**config.mk**
```make
export PLATFORM = sky130hd
export DESIGN_NAME = length_prefixed_frame_crc_receiver
export DESIGN_NICKNAME = d
export VERILOG_FILES = /design/src/hw/rtl/lfcr_pkg.sv /design/src/hw/rtl/lfcr_crc_byte.sv /design/src/hw/rtl/lfcr_in_stage.sv /design/src/hw/rtl/lfcr_parser.sv /design/src/hw/rtl/length_prefixed_frame_crc_receiver.sv
export VERILOG_INCLUDE_DIRS = /design/src /design/src/hw/rtl
export SDC_FILE = /design/constraint.sdc
export NUM_CORES = 1
export LEC_CHECK = 0
export ABC_AREA = 0
export BUFFER_PORTS_ARGS = -buffer_cell sky130_fd_sc_hd__buf_2
export CAP_MARGIN = 30
export CORE_ASPECT_RATIO = 0.6
export CORE_MARGIN = 5
export CORE_UTILIZATION = 35
export DETAILED_ROUTE_END_ITERATION = 7
export GPL_ROUTABILITY_DRIVEN = 0
export HOLD_SLACK_MARGIN = 0.03
export SYNTH_ARGS = -nofsm -noshare
export SYNTH_HDL_FRONTEND = slang
export SYNTH_SLANG_ARGS = --single-unit
```
**constraint.sdc**
```tcl
create_clock -name clk_i -period 3.39 [get_ports clk_i]
set_clock_uncertainty 0.15 [all_clocks]
set_input_delay 0.678 -clock clk_i [delete_from_list [all_inputs] [get_ports clk_i]]
set_output_delay 0.678 -clock clk_i [all_outputs]
set_load 0.02 [all_outputs]
```
**src/hw/rtl/assert_macros.svh**
```systemverilog
// Assertion macros for the RTL files that carry checks; only the top level uses them.
`ifndef ASSERT_MACROS_SVH
`define ASSERT_MACROS_SVH

// Same-cycle implication, checked on the rising edge while out of reset.
`define ASSERT_IMPLIES(label, clk, rst_n, ante, cons, msg) \
  label: assert property (@(posedge clk) disable iff (!rst_n) (ante) |-> (cons)) \
    else $error(msg);

// Next-cycle implication, checked on the rising edge while out of reset.
`define ASSERT_NEXT(label, clk, rst_n, ante, cons, msg) \
  label: assert property (@(posedge clk) disable iff (!rst_n) (ante) |=> (cons)) \
    else $error(msg);

`endif

```
**src/hw/rtl/lfcr_pkg.sv**
```systemverilog
// Shared types and constants for the length-prefixed frame CRC receiver.
`timescale 1ns / 1ps

package lfcr_pkg;

  localparam logic [31:0] CrcPoly   = 32'hEDB8_8320;
  localparam logic [31:0] CrcInit   = 32'hFFFF_FFFF;
  localparam logic [31:0] CrcXorOut = 32'hFFFF_FFFF;

  // Frame status codes reported with every result beat
  localparam logic [1:0] FsProgress = 2'd0;
  localparam logic [1:0] FsMatch    = 2'd1;
  localparam logic [1:0] FsMismatch = 2'd2;
  localparam logic [1:0] FsIgnored  = 2'd3;

  typedef enum logic [6:0] {
    PH_LEN_HI = 7'b000_0001,
    PH_LEN_LO = 7'b000_0010,
    PH_STATUS = 7'b000_0100,
    PH_DATA   = 7'b000_1000,
    PH_CRC    = 7'b001_0000,
    PH_DONE   = 7'b010_0000,
    PH_ERROR  = 7'b100_0000
  } phase_e;

  typedef struct packed {
    logic [7:0] rx_byte;
    logic       restart;
  } lfcr_in_t;

  typedef struct packed {
    logic        data_valid;
    logic [7:0]  data_byte;
    logic [15:0] data_index;
    logic [1:0]  frame_status;
    logic [7:0]  status_byte;
    logic [15:0] frame_length;
  } lfcr_out_t;

endpackage

```
**src/hw/rtl/lfcr_crc_byte.sv**
```systemverilog
// Byte-wide update of the reflected CRC-32.
`timescale 1ns / 1ps

module lfcr_crc_byte import lfcr_pkg::*; (
  input  logic [31:0] crc_i,
  input  logic [7:0]  byte_i,
  output logic [31:0] crc_o
);

  always_comb begin
    logic [31:0] acc;
    acc = crc_i ^ {24'd0, byte_i};
    for (int i = 0; i < 8; i++) begin
      if (acc[0]) begin
        acc = (acc >> 1) ^ CrcPoly;
      end else begin
        acc = acc >> 1;
      end
    end
    crc_o = acc;
  end

endmodule

```
**src/hw/rtl/lfcr_in_stage.sv**
```systemverilog
// Input register stage: holds one accepted beat until the parser takes it.
`timescale 1ns / 1ps

module lfcr_in_stage import lfcr_pkg::*; (
  input  logic     clk_i,
  input  logic     rst_ni,
  input  logic     in_valid_i,
  output logic     in_ready_o,
  input  lfcr_in_t in_data_i,
  input  logic     advance_i,
  output logic     valid_o,
  output lfcr_in_t data_o
);

  logic     valid_d, valid_q;
  lfcr_in_t data_d, data_q;
  logic     fire;

  // Take a new beat when empty or when the held one moves on this cycle
  assign in_ready_o = !valid_q || advance_i;
  assign fire       = in_valid_i && in_ready_o;

  always_comb begin
    valid_d = valid_q;
    data_d  = data_q;
    if (fire) begin
      valid_d = 1'b1;
      data_d  = in_data_i;
    end else if (advance_i) begin
      valid_d = 1'b0;
    end
  end

  always_ff @(posedge clk_i or negedge rst_ni) begin
    if (!rst_ni) begin
      valid_q <= 1'b0;
    end else begin
      valid_q <= valid_d;
    end
  end

  always_ff @(posedge clk_i) begin
    data_q <= data_d;
  end

  assign valid_o = valid_q;
  assign data_o  = data_q;

endmodule

```
**src/hw/rtl/lfcr_parser.sv**
```systemverilog
// Frame parser: header, data and CRC phases with the running CRC-32 check.
`timescale 1ns / 1ps

module lfcr_parser import lfcr_pkg::*; (
  input  logic      clk_i,
  input  logic      rst_ni,
  input  logic      step_i,
  input  lfcr_in_t  item_i,
  output lfcr_out_t result_o
);

  phase_e      phase_d, phase_q;
  logic [7:0]  length_high_d, length_high_q;
  logic [15:0] data_length_d, data_length_q;
  logic [15:0] byte_count_d, byte_count_q;
  logic [7:0]  status_byte_d, status_byte_q;
  logic [31:0] running_crc_d, running_crc_q;
  logic [31:0] received_crc_d, received_crc_q;
  logic [1:0]  crc_cnt_d, crc_cnt_q;
  logic [31:0] crc_next;
  logic [31:0] crc_lane;

  lfcr_crc_byte u_crc (
    .crc_i  (running_crc_q),
    .byte_i (item_i.rx_byte),
    .crc_o  (crc_next)
  );

  // Place the received CRC byte in its lane, low byte first
  always_comb begin
    unique case (crc_cnt_q)
      2'd0:    crc_lane = {24'd0, item_i.rx_byte};
      2'd1:    crc_lane = {16'd0, item_i.rx_byte, 8'd0};
      2'd2:    crc_lane = {8'd0, item_i.rx_byte, 16'd0};
      default: crc_lane = {item_i.rx_byte, 24'd0};
    endcase
  end

  always_comb begin
    phase_d        = phase_q;
    length_high_d  = length_high_q;
    data_length_d  = data_length_q;
    byte_count_d   = byte_count_q;
    status_byte_d  = status_byte_q;
    running_crc_d  = running_crc_q;
    received_crc_d = received_crc_q;
    crc_cnt_d      = crc_cnt_q;

    result_o              = '0;
    result_o.frame_status = FsProgress;

    if (item_i.restart) begin
      phase_d               = PH_LEN_HI;
      length_high_d         = 8'd0;
      data_length_d         = 16'd0;
      byte_count_d          = 16'd0;
      status_byte_d         = 8'd0;
      running_crc_d         = CrcInit;
      received_crc_d        = 32'd0;
      crc_cnt_d             = 2'd0;
      result_o.frame_status = FsIgnored;
    end else begin
      unique case (phase_q)
        PH_LEN_HI: begin
          length_high_d = item_i.rx_byte;
          phase_d       = PH_LEN_LO;
        end
        PH_LEN_LO: begin
          data_length_d = {length_high_q, item_i.rx_byte};
          phase_d       = PH_STATUS;
        end
        PH_STATUS: begin
          status_byte_d = item_i.rx_byte;
          // An empty frame goes straight to the CRC bytes
          phase_d = (data_length_q == 16'd0) ? PH_CRC : PH_DATA;
        end
        PH_DATA: begin
          result_o.data_valid = 1'b1;
          result_o.data_byte  = item_i.rx_byte;
          result_o.data_index = byte_count_q;
          running_crc_d       = crc_next;
          byte_count_d        = byte_count_q + 16'd1;
          if (byte_count_d == data_length_q) begin
            phase_d = PH_CRC;
          end
        end
        PH_CRC: begin
          received_crc_d = received_crc_q | crc_lane;
          if (crc_cnt_q == 2'd3) begin
            crc_cnt_d = 2'd0;
            if ((running_crc_q ^ CrcXorOut) == received_crc_d) begin
              phase_d               = PH_DONE;
              result_o.frame_status = FsMatch;
            end else begin
              phase_d               = PH_ERROR;
              result_o.frame_status = FsMismatch;
            end
          end else begin
            crc_cnt_d = crc_cnt_q + 2'd1;
          end
        end
        default: begin
          // Frame finished: drop the byte until restart
          result_o.frame_status = FsIgnored;
        end
      endcase
    end

    result_o.status_byte  = status_byte_d;
    result_o.frame_length = data_length_d;
  end

  always_ff @(posedge clk_i or negedge rst_ni) begin
    if (!rst_ni) begin
      phase_q        <= PH_LEN_HI;
      length_high_q  <= 8'd0;
      data_length_q  <= 16'd0;
      byte_count_q   <= 16'd0;
      status_byte_q  <= 8'd0;
      running_crc_q  <= CrcInit;
      received_crc_q <= 32'd0;
      crc_cnt_q      <= 2'd0;
    end else if (step_i) begin
      phase_q        <= phase_d;
      length_high_q  <= length_high_d;
      data_length_q  <= data_length_d;
      byte_count_q   <= byte_count_d;
      status_byte_q  <= status_byte_d;
      running_crc_q  <= running_crc_d;
      received_crc_q <= received_crc_d;
      crc_cnt_q      <= crc_cnt_d;
    end
  end

endmodule

```
**src/hw/rtl/length_prefixed_frame_crc_receiver.sv**
```systemverilog
// Top level of the length-prefixed frame receiver with CRC-32 check.
// Path: a beat accepted into the input register passes the parser into the result
// register and leaves it by the output handshake. Throughput: one byte per cycle
// while out_ready_i takes results, set by the input and the output register.
// The parser, CRC update and result register advance together in a single step.
// Reset: asynchronous, active low; clears both stages and returns the parser to
// awaiting the length high byte with the CRC at all ones.
`timescale 1ns / 1ps
`include "assert_macros.svh"

module length_prefixed_frame_crc_receiver import lfcr_pkg::*; (
  input  logic      clk_i,
  input  logic      rst_ni,
  input  logic      in_valid_i,
  output logic      in_ready_o,
  input  lfcr_in_t  in_data_i,
  output logic      out_valid_o,
  input  logic      out_ready_i,
  output lfcr_out_t out_data_o
);

  logic      item_valid;
  lfcr_in_t  item;
  logic      advance;
  lfcr_out_t result;
  logic      out_valid_d, out_valid_q;
  lfcr_out_t out_data_d, out_data_q;

  // Move a held beat on when the result register is free or being emptied
  assign advance = item_valid && (!out_valid_q || out_ready_i);

  lfcr_in_stage u_in_stage (
    .clk_i      (clk_i),
    .rst_ni     (rst_ni),
    .in_valid_i (in_valid_i),
    .in_ready_o (in_ready_o),
    .in_data_i  (in_data_i),
    .advance_i  (advance),
    .valid_o    (item_valid),
    .data_o     (item)
  );

  lfcr_parser u_parser (
    .clk_i    (clk_i),
    .rst_ni   (rst_ni),
    .step_i   (advance),
    .item_i   (item),
    .result_o (result)
  );

  always_comb begin
    out_valid_d = out_valid_q;
    out_data_d  = out_data_q;
    if (advance) begin
      out_valid_d = 1'b1;
      out_data_d  = result;
    end else if (out_ready_i) begin
      out_valid_d = 1'b0;
    end
  end

  always_ff @(posedge clk_i or negedge rst_ni) begin
    if (!rst_ni) begin
      out_valid_q <= 1'b0;
    end else begin
      out_valid_q <= out_valid_d;
    end
  end

  always_ff @(posedge clk_i) begin
    out_data_q <= out_data_d;
  end

  assign out_valid_o = out_valid_q;
  assign out_data_o  = out_data_q;

  `ASSERT_IMPLIES(a_data_in_progress, clk_i, rst_ni,
                  out_valid_o && out_data_o.data_valid,
                  out_data_o.frame_status == FsProgress,
                  "data beat reported with a final frame status")
  `ASSERT_IMPLIES(a_data_nonempty, clk_i, rst_ni,
                  out_valid_o && out_data_o.data_valid,
                  out_data_o.frame_length != 16'd0,
                  "data beat reported in an empty frame")
  `ASSERT_NEXT(a_held_beat_kept, clk_i, rst_ni,
               item_valid && !advance,
               item_valid,
               "held input beat lost while stalled")
  `ASSERT_NEXT(a_advance_fills_out, clk_i, rst_ni,
               advance,
               out_valid_o,
               "processed beat did not reach the result register")

endmodule
```
==> results_tabular.tex <==
\begin{tabular}{lr}
\hline
Metric & Value \\
\hline
\multicolumn{2}{l}{\textbf{Status}} \\
Status & complete, no violations \\
\multicolumn{2}{l}{\textbf{Clocking}} \\
Clock edge transition at the registers on the reported setup and hold paths & 0.07 ns \\
TritonCTS buffer count & 17 \\
Post-cts gate resize count & 0 \\
CTS tree & yes \\
Clock sink total & 183 \\
Master cell of the clock root buffer & sky130\_fd\_sc\_hd\_\_clkbuf\_16 \\
Number of buffers inserted for hold repair after clock tree synthesis & 0 \\
Worst skew pair latency & 0.46 ns \\
CTS H-tree lvls & 4 \\
Worst-case clock buffer depth & 2 \\
Number of buffers added for setup after CTS & 0 \\
\multicolumn{2}{l}{\textbf{Yosys}} \\
Synthesized instance count & 919 \\
Post-synthesis cell type with the largest combined area & sky130\_fd\_sc\_hd\_\_dfrtp\_1 \\
FFs w/ async S/R, synth & 0.672 \\
Number of distinct library cell variants in the gate-level netlist after synthesis & 60 \\
Sequential fraction of the synthesis area & 0.524 \\
Cell with the most instances after synthesis & sky130\_fd\_sc\_hd\_\_nand2\_1 \\
Portion of synthesized cell area occupied by the leading cell type & 0.240 \\
Main area contributors after synthesis & sky130\_fd\_sc\_hd\_\_dfrtp\_1 (24\%), sky130\_fd\_sc\_hd\_\_edfxtp\_1 (19\%), sky130\_fd\_sc\_hd\_\_dfstp\_2 (9.2\%) \\
Post-synth top cells & sky130\_fd\_sc\_hd\_\_nand2\_1 (134), sky130\_fd\_sc\_hd\_\_dfrtp\_1 (90), sky130\_fd\_sc\_hd\_\_nor2\_1 (81), sky130\_fd\_sc\_hd\_\_a21oi\_1 (77), sky130\_fd\_sc\_hd\_\_xnor2\_1 (71) \\
Mapped Area & 9400 µm² \\
Most common flop cell mapped by yosys & sky130\_fd\_sc\_hd\_\_dfrtp\_1 \\
Mean post-synth cell area & 10.2 µm² \\
Total of flip-flops plus latches after synthesis & 183 \\
Count of flip-flops with a built-in enable after synthesis & 60 \\
Ys Warns & 0 \\
Synth Net Count & 938 \\
\multicolumn{2}{l}{\textbf{Power and ir drop}} \\
Static leakage & 4.43 nW \\
Part of the power in the clock network & 0.272 \\
Pwr per Cell Area & 667 nW/µm² \\
Worst vdd ir & 0.317 mV \\
Net Sw Frac & 0.360 \\
Total Power & 0.00715 W \\
Power share of the combinational group & 0.316 \\
Switching power total & 0.00257 W \\
Sequential share of power & 0.413 \\
Internal power & 0.00458 W \\
\multicolumn{2}{l}{\textbf{Worst setup path}} \\
Cell family with most CP delay & simple AND/OR/NAND/NOR gates \\
Data arrival time of the critical path & 3.12 ns \\
CP Capture Type & register \\
Worst Setup Path Type & reg -> reg \\
Worst R2R Path Depth & 7 \\
Peak per-stage delay on the critical path & 0.73 ns \\
Required arrival time at the worst endpoint & 3.57 ns \\
Cell breakdown of the critical path & ha\_1 > nand4\_1 > nor4\_1 > xnor2\_1 > o21ai\_0 > nor4\_1 > o211ai\_1 \\
Startpoint class of the critical path & register \\
Cell with the biggest individual delay on the critical path & sky130\_fd\_sc\_hd\_\_nor4\_1 \\
CP Buf/Inv Count & 0 \\
Reg-to-reg slack, setup & 0.44 ns \\
Beginning of the worst register-to-register path & u\_parser.byte\_count\_q[0] \\
Maximum net fanout on the critical path & 8 \\
Capturing point of the worst reg2reg path & u\_parser.phase\_q[3] \\
Top cell by count, worst path & sky130\_fd\_sc\_hd\_\_nor4\_1 \\
\multicolumn{2}{l}{\textbf{Timing}} \\
Final setup TNS & 0 ns \\
Hold violation total from the final report & 0 \\
Part of the cycle the worst path needs & 0.869 \\
Unrepaired setup endpoints after global routing & false \\
Final Max Tran Viols & 0 \\
Final count of negative-setup-slack endpoints & 0 \\
Tightest hold margin & 0.0534 ns \\
Slew HR & 0.365 \\
Final Critical Period & 2.95 ns \\
Pin slew with the least headroom to its limit & 0.953 ns \\
Highest clock rate & 0.339 GHz \\
\multicolumn{2}{l}{\textbf{Die}} \\
Standard-cell rows & 46 \\
Die area & 30,300 µm² \\
Die Wd & 222 µm \\
Number of top-level pins & 66 \\
Y dimension of the die & 137 µm \\
Core area & 26,400 µm² \\
Initial core utilization & 0.356 \\
\multicolumn{2}{l}{\textbf{Route}} \\
Total routed wirelength & 27,000 µm \\
Detail-routed via count per cell & 5.42 \\
Post-route DRC & 0 \\
Drt pass-1 iters & 5 \\
DRT antenna net count & 0 \\
DRC violation total after the first TritonRoute iteration & 835 \\
Average wire per standard cell & 20.1 µm \\
Count of vias placed by the detailed router & 7,296 \\
\multicolumn{2}{l}{\textbf{Final layout}} \\
Nets@finish & 992 \\
Fraction of final layout cells with drive strength greater than 1 & 0.188 \\
Fillers & 2,572 \\
Synth-to-Final Area Change & 14.2\% \\
Number of antenna cells inserted & 0 \\
\multicolumn{2}{l}{\textbf{Place}} \\
Sum of net half-perimeters after detailed placement & 19,100 µm \\
Number of port buffers & 65 \\
\multicolumn{2}{l}{\textbf{Global routing}} \\
Largest net degree at the start of global routing & 45 \\
Number of global-route vias before repair & 6,810 \\
Initial antenna violation count & 1 \\
Total routing usage reported by global routing & 0.182 \\
Overflow left after global routing & 0 \\
First-pass GRT wire length & 42,300 µm \\
\multicolumn{2}{l}{\textbf{Worst hold path}} \\
Class of the tightest hold or removal check & in -> async \\
\multicolumn{2}{l}{\textbf{Job}} \\
Number of maximum-capacitance violations & 0 \\
\hline
\end{tabular}
[registers in the layout (all words and copies together) (netlist names), 8 cells and up]
signal / count
u_parser.data_length_q: 16
u_parser.received_crc_q: 32
u_parser.running_crc_q: 32
u_parser.status_byte_q: 8
u_parser.length_high_q: 8
out_data_o: 51
u_in_stage.data_o: 9
u_parser.byte_count_q: 16
[worst max-delay path by stage]
stage / to / slack (ns) / depth (start not counted) / startpoint
after detailed placement: u_parser.phase_q[3] / 0.49 / 7 / u_parser.byte_count_q[0]
after global routing: u_parser.phase_q[3] / 0.1 / 7 / u_parser.byte_count_q[0]
after floorplan: out_data_o[0] / 0.52 / 5 / out_ready_i
after global placement: u_parser.phase_q[3] / 0.53 / 7 / u_parser.byte_count_q[0]
final: u_parser.phase_q[3] / 0.44 / 7 / u_parser.byte_count_q[0]
after CTS: u_parser.byte_count_q[8] / 0.46 / 5 / u_parser.phase_q[6]
[power groups by stage]
stage	logic (W)	registers (W)	clock network, W
after global placement	0.00220	0.00298	0
after floorplan	0.00159	0.00292	0
after CTS	0.00224	0.00294	0.00199
after detailed placement	0.00222	0.00298	0
after global routing	0.00246	0.00298	0.00208
final	0.00226	0.00295	0.00194
[cell type report]
cell class,count,area [µm²],share of cell area
Timing Repair Buffer,92,543,0.0506
Inverter,7,27.5,0.00257
Tap cell,360,450,0.0420
Sequential cell,183,4920,0.459
Multi-Input combinational cell,672,4220,0.394
Clock buffer,22,464,0.0433
Clock inverter,10,96.3,0.00898
[layer usage]
layer | wire (µm) | global-route usage
met1 | 14200 | 0.311
met3 | 2840 | 0.0529
met4 | 411 | 0.0493
met2 | 9530 | 0.209
met5 | 0 | 0
[layout by cell type (no fill, tap or decap), types with 8 or more instances in the layout]
cell type / netlist / final
sky130_fd_sc_hd__a21oi_1: 77 / 77
sky130_fd_sc_hd__a22o_1: 15 / 15
sky130_fd_sc_hd__a22oi_1: 9 / 9
sky130_fd_sc_hd__and2_1: 24 / 24
sky130_fd_sc_hd__and3_1: 8 / 8
sky130_fd_sc_hd__buf_2: 12 / 64
sky130_fd_sc_hd__buf_4: 0 / 27
sky130_fd_sc_hd__clkbuf_16: 0 / 17
sky130_fd_sc_hd__dfrtp_1: 90 / 90
sky130_fd_sc_hd__dfstp_2: 33 / 33
sky130_fd_sc_hd__edfxtp_1: 60 / 60
sky130_fd_sc_hd__mux2_2: 9 / 9
sky130_fd_sc_hd__mux2i_1: 12 / 12
sky130_fd_sc_hd__nand2_1: 134 / 134
sky130_fd_sc_hd__nand2b_1: 8 / 8
sky130_fd_sc_hd__nand3_1: 12 / 12
sky130_fd_sc_hd__nand3b_1: 12 / 12
sky130_fd_sc_hd__nand4_1: 16 / 16
sky130_fd_sc_hd__nor2_1: 81 / 79
sky130_fd_sc_hd__nor2b_1: 13 / 13
sky130_fd_sc_hd__nor4_1: 15 / 15
sky130_fd_sc_hd__o21ai_0: 29 / 29
sky130_fd_sc_hd__o21ai_1: 10 / 10
sky130_fd_sc_hd__o22a_1: 10 / 10
sky130_fd_sc_hd__o31ai_1: 8 / 8
sky130_fd_sc_hd__xnor2_1: 71 / 71
sky130_fd_sc_hd__xor2_1: 33 / 33
[cell families (layout without fill, tap and decap cells)]
| family | count (synthesis) | count (layout) | synth area share |
|---|---|---|---|
| flip-flops | 183 | 183 | 0.524 |
| adder cells (fa/ha/maj) | 6 | 6 | 0.00799 |
| multiplexers | 21 | 21 | 0.0236 |
| AO/OA/AOI/OAI | 187 | 187 | 0.126 |
| AND/OR/NAND/NOR | 346 | 346 | 0.177 |
| XOR/XNOR | 112 | 112 | 0.113 |
| buffers and inverters | 64 | 131 | 0.0280 |
[per-stage QoR]
step,area (µm²),setup WS (ns),util,instances
after floorplan,9400,0.522,-,919
after global placement,10200,0.534,0.385,1314
after detailed placement,10200,0.490,0.385,1314
after CTS,10700,0.464,0.406,1346
after global routing,10700,0.0985,0.406,1346
final,10700,0.443,0.406,1346
No activity file was read; power rests on OpenSTA's default activity.
